<file path="src/sv/c5fs_pkg.sv">
package c5fs_pkg;

    // fixed formats
    localparam int DATA_W    = 16;
    localparam int KERNEL    = 5;
    localparam int TAPS      = KERNEL * KERNEL;
    localparam int LINES     = KERNEL - 1;
    localparam int SLOT_W    = $clog2(LINES);
    localparam int IDX_W     = 5;
    localparam int QSHIFT    = 8;
    localparam int PROD_W    = 2 * DATA_W;
    localparam int TERM_W    = PROD_W - QSHIFT;
    localparam int SUM_W     = TERM_W + $clog2(TAPS);
    localparam int CONV_W    = 28;
    localparam int POS_W     = 5;
    localparam int CFG_W     = 6;
    localparam int CFG_IDX_W = 1;

    // defaults and sizes
    localparam int DEF_MAX_WIDTH  = 32;
    localparam int DEF_MAX_HEIGHT = 32;
    localparam int QUEUE_DEPTH    = 4;
    localparam logic [CFG_W-1:0] CFG_WIDTH_RESET  = 6'd28;
    localparam logic [CFG_W-1:0] CFG_HEIGHT_RESET = 6'd28;

    typedef enum logic {
        ACT_WEIGHT = 1'b0,
        ACT_PIXEL  = 1'b1
    } t_action;

    typedef enum logic [CFG_IDX_W-1:0] {
        CFG_IMAGE_WIDTH  = 1'b0,
        CFG_IMAGE_HEIGHT = 1'b1
    } t_cfg_idx;

    typedef struct packed {
        logic                     action;
        logic [IDX_W-1:0]         weight_index;
        logic signed [DATA_W-1:0] weight_value;
        logic signed [DATA_W-1:0] pixel;
    } t_in_item;

    typedef struct packed {
        logic signed [CONV_W-1:0] conv_sum;
        logic [POS_W-1:0]         out_row;
        logic [POS_W-1:0]         out_col;
        logic                     last_of_frame;
    } t_out_item;

    // classified item passed from front to back
    typedef struct packed {
        t_action                        kind;
        logic [IDX_W-1:0]               widx;
        logic signed [DATA_W-1:0]       wval;
        logic signed [DATA_W-1:0]       px;
        logic [LINES-1:0][DATA_W-1:0]   col_data;
        logic                           emit;
        logic [POS_W-1:0]               row;
        logic [POS_W-1:0]               col;
        logic                           last;
    } t_q_entry;

    // result position carried down the back pipeline
    typedef struct packed {
        logic [POS_W-1:0] row;
        logic [POS_W-1:0] col;
        logic             last;
    } t_meta;

    // product / 256 toward zero, one less when the product is negative
    function automatic logic signed [TERM_W-1:0] scale_term(
        input logic signed [PROD_W-1:0] p
    );
        logic signed [PROD_W-1:0] q;
        q = p[PROD_W-1] ? (p - PROD_W'(1)) : p;
        return q[PROD_W-1:QSHIFT];
    endfunction

endpackage

</file>
<file path="src/sv/c5fs_queue.sv">
module c5fs_queue (
    input  logic                i_clk,
    input  logic                i_rst_n,
    input  logic                i_push,
    input  c5fs_pkg::t_q_entry  i_entry,
    output logic                o_full,
    input  logic                i_pop,
    output logic                o_valid,
    output c5fs_pkg::t_q_entry  o_entry
);

    localparam int DEPTH = c5fs_pkg::QUEUE_DEPTH;
    localparam int PTR_W = $clog2(DEPTH);
    localparam int CNT_W = $clog2(DEPTH + 1);

    c5fs_pkg::t_q_entry r_mem [DEPTH];
    logic [PTR_W-1:0]   r_wr_ptr;
    logic [PTR_W-1:0]   r_rd_ptr;
    logic [CNT_W-1:0]   r_count;
    logic               do_push;
    logic               do_pop;

    assign o_full  = (r_count == CNT_W'(DEPTH));
    assign o_valid = (r_count != '0);
    assign o_entry = r_mem[r_rd_ptr];
    assign do_push = i_push && !o_full;
    assign do_pop  = i_pop && o_valid;

    // storage
    always_ff @(posedge i_clk) begin
        if (do_push) begin
            r_mem[r_wr_ptr] <= i_entry;
        end
    end

    // pointers and fill level
    always_ff @(posedge i_clk) begin
        if (!i_rst_n) begin
            r_wr_ptr <= '0;
            r_rd_ptr <= '0;
            r_count  <= '0;
        end else begin
            if (do_push) begin
                r_wr_ptr <= (r_wr_ptr == PTR_W'(DEPTH - 1)) ? '0 : r_wr_ptr + PTR_W'(1);
            end
            if (do_pop) begin
                r_rd_ptr <= (r_rd_ptr == PTR_W'(DEPTH - 1)) ? '0 : r_rd_ptr + PTR_W'(1);
            end
            case ({do_push, do_pop})
                2'b10:   r_count <= r_count + CNT_W'(1);
                2'b01:   r_count <= r_count - CNT_W'(1);
                default: r_count <= r_count;
            endcase
        end
    end

endmodule

</file>
<file path="config.mk">
export PLATFORM = sky130hd
export DESIGN_NAME = c5fs_queue
export DESIGN_NICKNAME = d
export VERILOG_FILES = /design/src/sv/c5fs_pkg.sv /design/src/sv/c5fs_queue.sv
export SDC_FILE = /design/constraint.sdc
export NUM_CORES = 1
export LEC_CHECK = 0
export ABC_AREA = 1
export BUFFER_PORTS_ARGS = -buffer_cell sky130_fd_sc_hd__buf_2
export CAP_MARGIN = 10
export CORE_UTILIZATION = 52
export CTS_CLUSTER_SIZE = 16
export DETAILED_ROUTE_END_ITERATION = 10
export GPL_TIMING_DRIVEN = 0
export HOLD_SLACK_MARGIN = 0.03
export PLACE_DENSITY = 0.81
export SLEW_MARGIN = 20
export SYNTH_ARGS = -nofsm -noshare
export SYNTH_HDL_FRONTEND = slang
export SYNTH_SLANG_ARGS = --single-unit
</file>
<file path="constraint.sdc">
create_clock -name i_clk -period 5.38 [get_ports i_clk]
set_input_delay 0.269 -clock i_clk [delete_from_list [all_inputs] [get_ports i_clk]]
set_output_delay 0.269 -clock i_clk [all_outputs]
set_load 0.005 [all_outputs]
</file>
==> reports/qor.yml <==
final_util_pct: 69.0
arrival_ns: 2.24
synth_cell_types: 23
seqPwrFrac_pct: 40.6
period_share_pct: 46.6
htree_levels: 2
clock_path_buffers: 3
async_reset_ff_share_pct: 0
hold_viol: 0
core_area_um2: 32800
grt_pass1_wl_um: 64300
power.share.switching_pct: 29.5
grt_overflow: 0
p_leak_nw: 8.16
syn_area_per_cell_um2: 14.9
yosysWarnings: 0
vdd.ir_drop.worst_uv: 434
fmax_ghz: 0.399
synth.most_common_cell: "edfxtp_1"
required_ns: 5.11
synthCells: 1172
hold_ws_ns: 0.0839
p_per_area_nw_per_um2: 483
end_kind: "primary output"
die_x_um: 185
worstSetupStartpointType: "flop"
seq_area_frac_synth_pct: 79.4
drv_slew: 0
p_int_mw: 7.70
finClkSkew_ns: 0.0129
cts.sinks: 465
start_util_pct: 53.3
dr.pass1.iters: 5
status: "finished clean"
routedWlPerCell_um: 21.1
crit_type: "flop to primary output"
cts_buffers: 46
holdCritPathClass: "primary input to flop"
rsz0062_at_grt: "no"
vias_per_cell: 5.67
grt_pass1_vias: 11600
combinationalPowerShare_pct: 27.5
drive_gt1_share_pct: 24.2
synth_top_area_share_pct: 78.3
area_growth_pct: 29.4
drc_errors: 0
post_cts_buffers: 0
drt_iter0_markers: 947
gr-usage-all-layers_pct: 25.0
pin_count: 234
port_buffers: 233
cts_tree: "done"
ys.flop_type: "edfxtp_1"
vias: 11700
synth-edff-count: 456
grt_max_degree: 25
dp_hpwl_um: 25900
ys_ff_latch: 465
ys_top_cells_by_count: "edfxtp_1 (456), nor2_1 (243), o21ai_1 (117), o22ai_1 (114), o21ai_0 (113)"
worstPathMaxFanout: 10
fp.dieH_um: 185
p_sw_mw: 3.23
max_cap_violations: 0
yosys.area.top_type: "edfxtp_1"
dieArea_um2: 34400
tightest_slew_ns: 0.684
setup_viol: 0
wl_um: 43700
syn_nets: 1297
clock_latency_ns: 0.53
nets: 1716
ant_nets: 0
synth_area_leaders: "edfxtp_1 (78%), nor2_1 (5.2%), o22ai_1 (4.1%), o21ai_1 (3.4%), o21ai_0 (3.2%)"
clkPwrFrac_pct: 31.9
fin_crit_ns: 2.51
fp-row-count: 66
syn-cell-area_um2: 17500
antenna_found_initial: 2
cts_root_buffer: "clkbuf_16"
clkTransAtPathRegs_ns: 0.06
nFillCells: 2061
relSlewSlack_pct: 54.3
place.gp.congestion: 0.751
## through the flow
| step | area, um2 | setup TNS (ns) | setup WS, ns | power (mW) | cells |
|---|---|---|---|---|---|
| global route | 22600 | 0 | 2.74 | 11.4 | 2071 |
| global placement | 19200 | -1854.76 | -4.21 | 7.27 | 1847 |
| detailed placement | 19800 | 0 | 2.98 | 7.38 | 1870 |
| finish | 22600 | 0 | 2.87 | 10.9 | 2072 |
| CTS | 22600 | 0 | 2.87 | 10.9 | 2069 |
| floorplan | 17500 | -263.50 | -0.578 | 6.09 | 1172 |
## registers in the layout, indices dropped and copies added (netlist names), named ones only
register / count
r_mem: 456
r_count: 3
r_rd_ptr: 2
r_wr_ptr: 2
## path summary, 6_finish.rpt
| path | slack (ns) | end | startpoint | cells past startpoint |
|---|---|---|---|---|
| setup / recovery | 2.87 | o_entry[111] | flop | 5 |
| setup reg to reg | 2.94 | r_mem[3][62] | r_count[1] | 7 |
| hold / removal | 0.08 | r_rd_ptr[1] | i_pop | 4 |
| hold reg to reg | 0.54 | r_count[0] | r_count[0] | 2 |
## kinds of logic (layout without fill, tap and decap cells)
| logic type | count (synthesis) | in the layout | share of synthesized area, % |
|---|---|---|---|
| compound gates | 347 | 347 | 10.8 |
| fa+ha+maj | 7 | 7 | 0.544 |
| buf+inv | 92 | 547 | 3.69 |
| flops | 465 | 465 | 79.4 |
| other cells | 0 | 3 | 0 |
| simple gates | 261 | 261 | 5.65 |
## placed cells by master, fill, tap and decap left out, types with 16 or more instances in the layout
master / count
edfxtp_1: 456
buf_2: 248
nor2_1: 239
o21ai_1: 117
dlygate4sd3_1: 115
o22ai_1: 114
o21ai_0: 113
clkbuf_16: 49
buf_6: 26
clkbuf_1: 21
inv_1: 16
## power groups by stage
stage	sequential, mW	combinational [mW]	clock, mW
2_1_floorplan	4.54	1.54	0
3_3_place_gp	4.61	2.66	0
3_5_place_dp	4.51	2.87	0
4_1_cts	4.43	2.96	3.50
5_1_grt	4.46	3.26	3.66
6_report	4.44	3.00	3.48
## worst max-delay path: stages, from the launching register on
cell and delay (ns):
dfxtp_1 0.45, inv_2 0.23, clkbuf_1 0.43, o21ai_1 0.16
o22ai_1 0.24, buf_2 0.18
## routing by layer
layer	up-vias	global-route usage [%]	wire length, um
met4	0	8.96	1040
met1	5783	30.2	16200
met2	600	43.6	22300
met5	-	0	0
met3	87	5.90	4120
li1	5279	-	-
## cell type report
type	instances	area [um2]	area share, %
sequential	465	13900	61.3
tap	442	553	2.45
timing repair buffer	371	2890	12.8
multi-input combinational	615	2990	13.2
clock buffer	60	1270	5.60
antenna	3	7.51	0.0332
buffer	74	574	2.54
clock inverter	24	390	1.73
inverter	18	70.1	0.310
## timing repair
item | CTS | global route
setup endpoints to repair | 0 | 0
endpoints found under the hold margin | 461 | 0
gates resized for setup | 0 | 0
hold buffers | 115 | 0
Power figures use the tool's default switching activity.
