<file path="config.mk">
export PLATFORM = sky130hd
export DESIGN_NAME = c5fs_front
export DESIGN_NICKNAME = d
export VERILOG_FILES = /design/src/sv/c5fs_pkg.sv /design/src/sv/c5fs_front.sv
export SDC_FILE = /design/constraint.sdc
export NUM_CORES = 2
export LEC_CHECK = 0
export BUFFER_PORTS_ARGS = -buffer_cell sky130_fd_sc_hd__buf_2
export CORE_ASPECT_RATIO = 2
export CORE_MARGIN = 2
export CORE_UTILIZATION = 30
export DETAILED_ROUTE_END_ITERATION = 7
export MAX_ROUTING_LAYER = met4
export PLACE_DENSITY_LB_ADDON = 0.12
export SLEW_MARGIN = 40
export SYNTH_ARGS = -nofsm -noshare
export SYNTH_HDL_FRONTEND = slang
export SYNTH_SLANG_ARGS = --single-unit
</file>
<file path="constraint.sdc">
create_clock -name i_clk -period 8.15 [get_ports i_clk]
set_input_delay 0.4075 -clock i_clk [delete_from_list [all_inputs] [get_ports i_clk]]
set_output_delay 0.4075 -clock i_clk [all_outputs]
set_load 0.05 [all_outputs]
</file>
<file path="src/sv/c5fs_pkg.sv">
package c5fs_pkg;

    // fixed formats
    localparam int DATA_W    = 16;
    localparam int KERNEL    = 5;
    localparam int TAPS      = KERNEL * KERNEL;
    localparam int LINES     = KERNEL - 1;
    localparam int SLOT_W    = $clog2(LINES);
    localparam int IDX_W     = 5;
    localparam int QSHIFT    = 8;
    localparam int PROD_W    = 2 * DATA_W;
    localparam int TERM_W    = PROD_W - QSHIFT;
    localparam int SUM_W     = TERM_W + $clog2(TAPS);
    localparam int CONV_W    = 28;
    localparam int POS_W     = 5;
    localparam int CFG_W     = 6;
    localparam int CFG_IDX_W = 1;

    // defaults and sizes
    localparam int DEF_MAX_WIDTH  = 32;
    localparam int DEF_MAX_HEIGHT = 32;
    localparam int QUEUE_DEPTH    = 4;
    localparam logic [CFG_W-1:0] CFG_WIDTH_RESET  = 6'd28;
    localparam logic [CFG_W-1:0] CFG_HEIGHT_RESET = 6'd28;

    typedef enum logic {
        ACT_WEIGHT = 1'b0,
        ACT_PIXEL  = 1'b1
    } t_action;

    typedef enum logic [CFG_IDX_W-1:0] {
        CFG_IMAGE_WIDTH  = 1'b0,
        CFG_IMAGE_HEIGHT = 1'b1
    } t_cfg_idx;

    typedef struct packed {
        logic                     action;
        logic [IDX_W-1:0]         weight_index;
        logic signed [DATA_W-1:0] weight_value;
        logic signed [DATA_W-1:0] pixel;
    } t_in_item;

    typedef struct packed {
        logic signed [CONV_W-1:0] conv_sum;
        logic [POS_W-1:0]         out_row;
        logic [POS_W-1:0]         out_col;
        logic                     last_of_frame;
    } t_out_item;

    // classified item passed from front to back
    typedef struct packed {
        t_action                        kind;
        logic [IDX_W-1:0]               widx;
        logic signed [DATA_W-1:0]       wval;
        logic signed [DATA_W-1:0]       px;
        logic [LINES-1:0][DATA_W-1:0]   col_data;
        logic                           emit;
        logic [POS_W-1:0]               row;
        logic [POS_W-1:0]               col;
        logic                           last;
    } t_q_entry;

    // result position carried down the back pipeline
    typedef struct packed {
        logic [POS_W-1:0] row;
        logic [POS_W-1:0] col;
        logic             last;
    } t_meta;

    // product / 256 toward zero, one less when the product is negative
    function automatic logic signed [TERM_W-1:0] scale_term(
        input logic signed [PROD_W-1:0] p
    );
        logic signed [PROD_W-1:0] q;
        q = p[PROD_W-1] ? (p - PROD_W'(1)) : p;
        return q[PROD_W-1:QSHIFT];
    endfunction

endpackage

</file>
<file path="src/sv/c5fs_front.sv">
module c5fs_front #(
    parameter int MAX_WIDTH  = c5fs_pkg::DEF_MAX_WIDTH,
    parameter int MAX_HEIGHT = c5fs_pkg::DEF_MAX_HEIGHT
) (
    input  logic                                i_clk,
    input  logic                                i_rst_n,
    input  logic                                i_in_valid,
    output logic                                o_in_ready,
    input  c5fs_pkg::t_in_item                  i_in_data,
    input  logic                                i_cfg_we,
    input  logic [c5fs_pkg::CFG_IDX_W-1:0]      i_cfg_idx,
    input  logic [c5fs_pkg::CFG_W-1:0]          i_cfg_data,
    output logic                                o_push,
    output c5fs_pkg::t_q_entry                  o_entry,
    input  logic                                i_q_full
);

    localparam int WD_W   = $clog2(MAX_WIDTH + 1);
    localparam int HD_W   = $clog2(MAX_HEIGHT + 1);
    localparam int CC_W   = $clog2(MAX_WIDTH);
    localparam int RC_W   = $clog2(MAX_HEIGHT);
    localparam int DW     = c5fs_pkg::DATA_W;
    localparam int LINES  = c5fs_pkg::LINES;
    localparam int SLOT_W = c5fs_pkg::SLOT_W;
    localparam int POS_W  = c5fs_pkg::POS_W;
    localparam int KM1    = c5fs_pkg::KERNEL - 1;

    logic [c5fs_pkg::CFG_W-1:0] r_cfg_w;
    logic [c5fs_pkg::CFG_W-1:0] r_cfg_h;
    logic [CC_W-1:0]            r_col;
    logic [RC_W-1:0]            r_row;
    logic                       r_f1_valid;
    c5fs_pkg::t_q_entry         r_f1;
    logic [SLOT_W-1:0]          r_slot;
    logic signed [DW-1:0]       r_line_mem [LINES][MAX_WIDTH];
    logic signed [DW-1:0]       r_rd [LINES];

    logic [WD_W-1:0]            w_eff;
    logic [HD_W-1:0]            h_eff;
    logic [WD_W-1:0]            col_e;
    logic [HD_W-1:0]            row_e;
    logic [WD_W-1:0]            col_n;
    logic [HD_W-1:0]            row_n;
    logic                       accept;
    logic                       is_pix;
    logic                       keep;
    logic [CC_W-1:0]            col_idx;
    logic [SLOT_W-1:0]          row_slot;
    c5fs_pkg::t_q_entry         n_f1;

    // handshake
    assign o_push     = r_f1_valid && !i_q_full;
    assign o_in_ready = !r_f1_valid || !i_q_full;
    assign accept     = i_in_valid && o_in_ready;
    assign is_pix     = (i_in_data.action == c5fs_pkg::ACT_PIXEL);
    assign keep       = is_pix ||
                        (i_in_data.weight_index < c5fs_pkg::IDX_W'(c5fs_pkg::TAPS));

    // configuration registers
    always_ff @(posedge i_clk) begin
        if (!i_rst_n) begin
            r_cfg_w <= c5fs_pkg::CFG_WIDTH_RESET;
            r_cfg_h <= c5fs_pkg::CFG_HEIGHT_RESET;
        end else if (i_cfg_we) begin
            case (c5fs_pkg::t_cfg_idx'(i_cfg_idx))
                c5fs_pkg::CFG_IMAGE_WIDTH:  r_cfg_w <= i_cfg_data;
                c5fs_pkg::CFG_IMAGE_HEIGHT: r_cfg_h <= i_cfg_data;
                default: ;
            endcase
        end
    end

    // effective frame size: zero acts as one, saturate at the maximum
    always_comb begin
        if (r_cfg_w == '0) begin
            w_eff = WD_W'(1);
        end else if (32'(r_cfg_w) > 32'(MAX_WIDTH)) begin
            w_eff = WD_W'(MAX_WIDTH);
        end else begin
            w_eff = WD_W'(r_cfg_w);
        end
        if (r_cfg_h == '0) begin
            h_eff = HD_W'(1);
        end else if (32'(r_cfg_h) > 32'(MAX_HEIGHT)) begin
            h_eff = HD_W'(MAX_HEIGHT);
        end else begin
            h_eff = HD_W'(r_cfg_h);
        end
    end

    // position of this pixel and of the next one
    always_comb begin
        col_e = WD_W'(r_col);
        row_e = HD_W'(r_row);
        if (col_e >= w_eff) begin
            col_e = '0;
            row_e = row_e + HD_W'(1);
        end
        if (row_e >= h_eff) begin
            row_e = '0;
        end
        col_n = col_e + WD_W'(1);
        row_n = row_e;
        if (col_n >= w_eff) begin
            col_n = '0;
            row_n = row_e + HD_W'(1);
            if (row_n >= h_eff) begin
                row_n = '0;
            end
        end
    end

    assign col_idx  = CC_W'(col_e);
    assign row_slot = row_e[SLOT_W-1:0];

    // classify the incoming item
    always_comb begin
        n_f1          = '0;
        n_f1.kind     = is_pix ? c5fs_pkg::ACT_PIXEL : c5fs_pkg::ACT_WEIGHT;
        n_f1.widx     = i_in_data.weight_index;
        n_f1.wval     = i_in_data.weight_value;
        n_f1.px       = i_in_data.pixel;
        n_f1.emit     = (row_e >= HD_W'(KM1)) && (col_e >= WD_W'(KM1));
        n_f1.row      = POS_W'(row_e - HD_W'(KM1));
        n_f1.col      = POS_W'(col_e - WD_W'(KM1));
        n_f1.last     = ((col_e + WD_W'(1)) == w_eff) && ((row_e + HD_W'(1)) == h_eff);
    end

    // position counters
    always_ff @(posedge i_clk) begin
        if (!i_rst_n) begin
            r_col <= '0;
            r_row <= '0;
        end else if (accept && is_pix) begin
            r_col <= CC_W'(col_n);
            r_row <= RC_W'(row_n);
        end
    end

    // stage valid
    always_ff @(posedge i_clk) begin
        if (!i_rst_n) begin
            r_f1_valid <= 1'b0;
        end else if (accept) begin
            r_f1_valid <= keep;
        end else if (o_push) begin
            r_f1_valid <= 1'b0;
        end
    end

    // stage payload
    always_ff @(posedge i_clk) begin
        if (accept) begin
            r_f1   <= n_f1;
            r_slot <= row_slot;
        end
    end

    // line buffer: one lane per buffered row, read old column then overwrite own lane
    always_ff @(posedge i_clk) begin
        if (accept && is_pix) begin
            for (int k = 0; k < LINES; k++) begin
                r_rd[k] <= r_line_mem[k][col_idx];
                if (SLOT_W'(k) == row_slot) begin
                    r_line_mem[k][col_idx] <= i_in_data.pixel;
                end
            end
        end
    end

    // order the buffered column oldest row first
    always_comb begin
        o_entry = r_f1;
        for (int k = 0; k < LINES; k++) begin
            o_entry.col_data[k] = r_rd[SLOT_W'(r_slot + SLOT_W'(k))];
        end
    end

endmodule

</file>
==> summary.txt <==
Status
  – Outcome: finished, final reports clean

Critical path
  – Critical path data required time: 8980 ps
  – Worst path top cell family by delay: compound AO/OA/AOI/OAI gates
  – Crit start category: register
  – Setup slack, reg-to-reg: 1970 ps
  – Crit Path Max Fanout: 29
  – Endpoint type of the worst setup path: register
  – Critical Path Max Stage Delay: 550 ps
  – Kind of critical path: register to register
  – Worst path cell trace: inv_1, nand2_1, ha_1, a211oi_1, nor2_1, a21oi_4, buf_4, or3_1, nand2_1, ha_1, a21oi_1, o21a_1, o21ai_0, a21oi_1, inv_1, ha_1, ha_1, nor2b_1, o21a_1, o21ai_0, a21oi_1, nor3_1, nor4b_1, o31a_1
  – Buf/Inv on CP: 3
  – Worst path arrival time: 7010 ps
  – Most used cell, CP: ha_1
  – Critical-path top delay cell: nor3_1

Timing
  – Smallest hold slack: 20.5 ps
  – Max Clk Rate: 0.162 GHz
  – Slew Limit Fails: 0
  – Final Hold Vio Count: 0
  – Max_slew headroom: 28.7%
  – Worst Tran Pin Value: 1070 ps
  – Period minus WS final: 6180 ps
  – Fin crit share: 75.9%
  – Clock skew: 72.8 ps
  – RSZ-0062 raised after global routing: no
  – Final setup viols: 0
  – Setup_tns: 0 ps

Pwr
  – Logic pwr share: 6.6%
  – Switch Pwr: 0.00562 W
  – Power, Total: 0.0238 W
  – Internal power: 0.0181 W
  – Pwr Density: 233 mW/mm^2
  – Clock power frac: 41.0%
  – Lkg Pwr: 31.4 nW
  – Switching portion of total power: 23.7%
  – Max VDD drop: 0.182 mV
  – Sequential Power Share: 52.4%

Floorplanning
  – Core area: 0.290 mm^2
  – Starting Density: 30.1%
  – Ports: 166
  – Die area: 0.296 mm^2
  – Chip Width: 386 um
  – Die height: 767 um
  – Site Rows: 280

Final layout
  – Commonest non-fill, non-tap cell in the layout: edfxtp_1
  – Finished Layout Cells: 9637
  – Area delta synth->final: 16.7%
  – Net count, final: 5751
  – Share of cells above drive strength 1: 18.4%
  – Most frequent cells in the layout: edfxtp_1 (2162), mux2i_1 (528), nand2_1 (512), o221ai_1 (302), buf_4 (250)

Clock tree
  – CTS tree: built
  – CTS buffer count: 208
  – Root buffer cell: clkbuf_16
  – Setup Fix Bufs, Post-CTS: 0
  – Clock Pin Slew Worst Setup and Hold Paths: 70 ps
  – Clock buffer depth: 4
  – Post_cts resized: 0
  – Num Clock Sinks: 2187
  – Worst-Skew Late Latency: 910 ps
  – CTS H-tree depth: 4

GRT
  – Total congestion overflow: 0
  – Vias in the first global route: 51863
  – First-pass GRT wire length: 451000 um
  – Total GRT Usage: 22.9%
  – Initial antenna violation count: 14
  – Largest net degree at the start of global routing: 118

Drt
  – Drc violations: 0
  – Via-to-Cell Ratio: 5.34
  – Initial DRC count: 4837
  – WL/cell: 34.9 um
  – Vias: 51507
  – DRT antenna net count: 0
  – Routed WL: 336000 um
  – Drt pass-1 iters: 6

Logic synthesis
  – Yosys reg bits: 2187
  – Syn Std Cell Area: 0.0874 mm^2
  – Synth cell types: 66
  – Largest area contributor in the netlist: edfxtp_1
  – Yosys warning count: 0
  – Syn Nets: 5443
  – Top cells by area, synth: edfxtp_1 (74%), mux2i_1 (6.0%), o221ai_1 (3.0%), nand2_1 (2.3%), mux4_2 (1.7%)
  – Post-synth EDFFs: 2162
  – Mean Syn Cell Area: 16.3 um^2
  – Top_reg_cell synth: edfxtp_1
  – Sequential area share after synthesis: 74.9%
  – Async SR Flop Fraction: 0%
  – Mapped Cells: 5354
  – Top cell type's share of synthesized area: 74.3%

Placement
  – Cells after DPL: 9200
  – Post-detail-place hpwl: 218000 um
  – Port Buffers: 165
  – RD Place Congestion: 0.884

Min path
  – Hold Crit Class: primary input to register

Flow run
  – # Max-Cap Violations: 0
-- timing repair --
| action | 4_1_cts | 5_1_grt |
|---|---|---|
| hold buffers | 51 | 0 |
| endpoints found under the setup margin | 0 | 0 |
| endpoints found under the hold margin | 181 | 0 |
-- metrics by stage --
| step | setup WS, ps | util, % | cell area (um^2) |
|---|---|---|---|
| floorplan | 2220 | - | 87400 |
| global placement | 1530 | 32.5 | 94300 |
| detailed placement | 1930 | 32.7 | 94700 |
| CTS | 1900 | 35.1 | 102000 |
| global route | 1320 | 35.1 | 102000 |
| finish | 1970 | 35.2 | 102000 |
-- layer usage --
layer	wire length, um	vias up	GRT usage [%]
met4	20500	0	11.8
met5	0	-	-
met3	13000	477	2.00
li1	-	22198	-
met1	125000	27207	25.4
met2	178000	1625	40.6
-- registers in the layout (all words and copies together), names as in the netlist, named ones only --
register    count
r_rd           64
r_row           5
r_line_mem   2048
r_f1_valid      1
r_cfg_w         6
r_cfg_h         6
o_entry        50
r_col           5
-- layout make-up --
class                           count  area [um^2]
Timing Repair Buffer              498         3870
Antenna cell                       12         30.0
Sequential cell                  2187        65400
Clock inverter                    123         1200
Clock buffer                      243         5360
Inverter                           22          130
Multi-Input combinational cell   2745        21200
Tap cell                         3807         4760
Fill cell                       27673       188000
-- synth_stat cells, types with 3 or more instances --
cell and number:
a2111oi_0 46, a211oi_1 7, a21oi_1 194, a221o_1 30
a222oi_1 15, a22oi_1 16, a2bb2oi_1 64, a31oi_1 50
a32oi_1 4, buf_1 49, buf_2 42, buf_4 19
buf_6 19, clkbuf_1 269, dfxtp_1 25, edfxtp_1 2162
ha_1 39, inv_1 17, inv_2 3, mux2_2 82
mux2i_1 528, mux4_2 65, nand2_1 525, nand2b_1 4
nand3_1 155, nand4_1 7, nor2_1 84, nor2b_1 7
nor3_1 101, nor4_1 4, o2111ai_1 65, o211ai_1 6
o21a_1 4, o21ai_0 131, o21ai_1 51, o221ai_1 304
o22ai_1 113, o31ai_1 3, or3_1 5, xnor2_1 8
-- cell families (layout without fill, tap and decap cells) --
| logic type | count (synthesis) | after routing | synth area share [%] |
|---|---|---|---|
| simple gates | 904 | 904 | 4.40 |
| flops | 2187 | 2187 | 74.9 |
| compound gates | 1117 | 1117 | 9.15 |
| mux | 676 | 676 | 8.79 |
| fa+ha+maj | 39 | 39 | 0.559 |
| other cells | 0 | 12 | 0 |
| buf+inv | 422 | 886 | 2.12 |
| xor+xnor | 9 | 9 | 0.0902 |
-- power groups by stage --
stage                     clock network, W  registers, W  logic [W]
after floorplan                          0        0.0127   0.000758
after global placement                   0        0.0127    0.00154
after detailed placement                 0        0.0127    0.00156
after CTS                          0.00998        0.0125    0.00158
after global routing                0.0103        0.0125    0.00163
final                              0.00975        0.0125    0.00156
-- final timing paths --
kind | from | end | depth (start not counted)
hold reg to reg | r_cfg_w[0]$_SDFFE_PN0P_ | r_cfg_w[0]$_SDFFE_PN0P_ | 2
setup reg to reg | r_cfg_w[5]$_SDFFE_PN0P_ | r_row[4]$_SDFFE_PN0P_ | 24
setup / recovery | r_cfg_w[5]$_SDFFE_PN0P_ | r_row[4]$_SDFFE_PN0P_ | 24
hold / removal | i_in_data[5] | r_line_mem[1][37]$_DFFE_PP_ | 1
(Power assumes the default switching activity.)
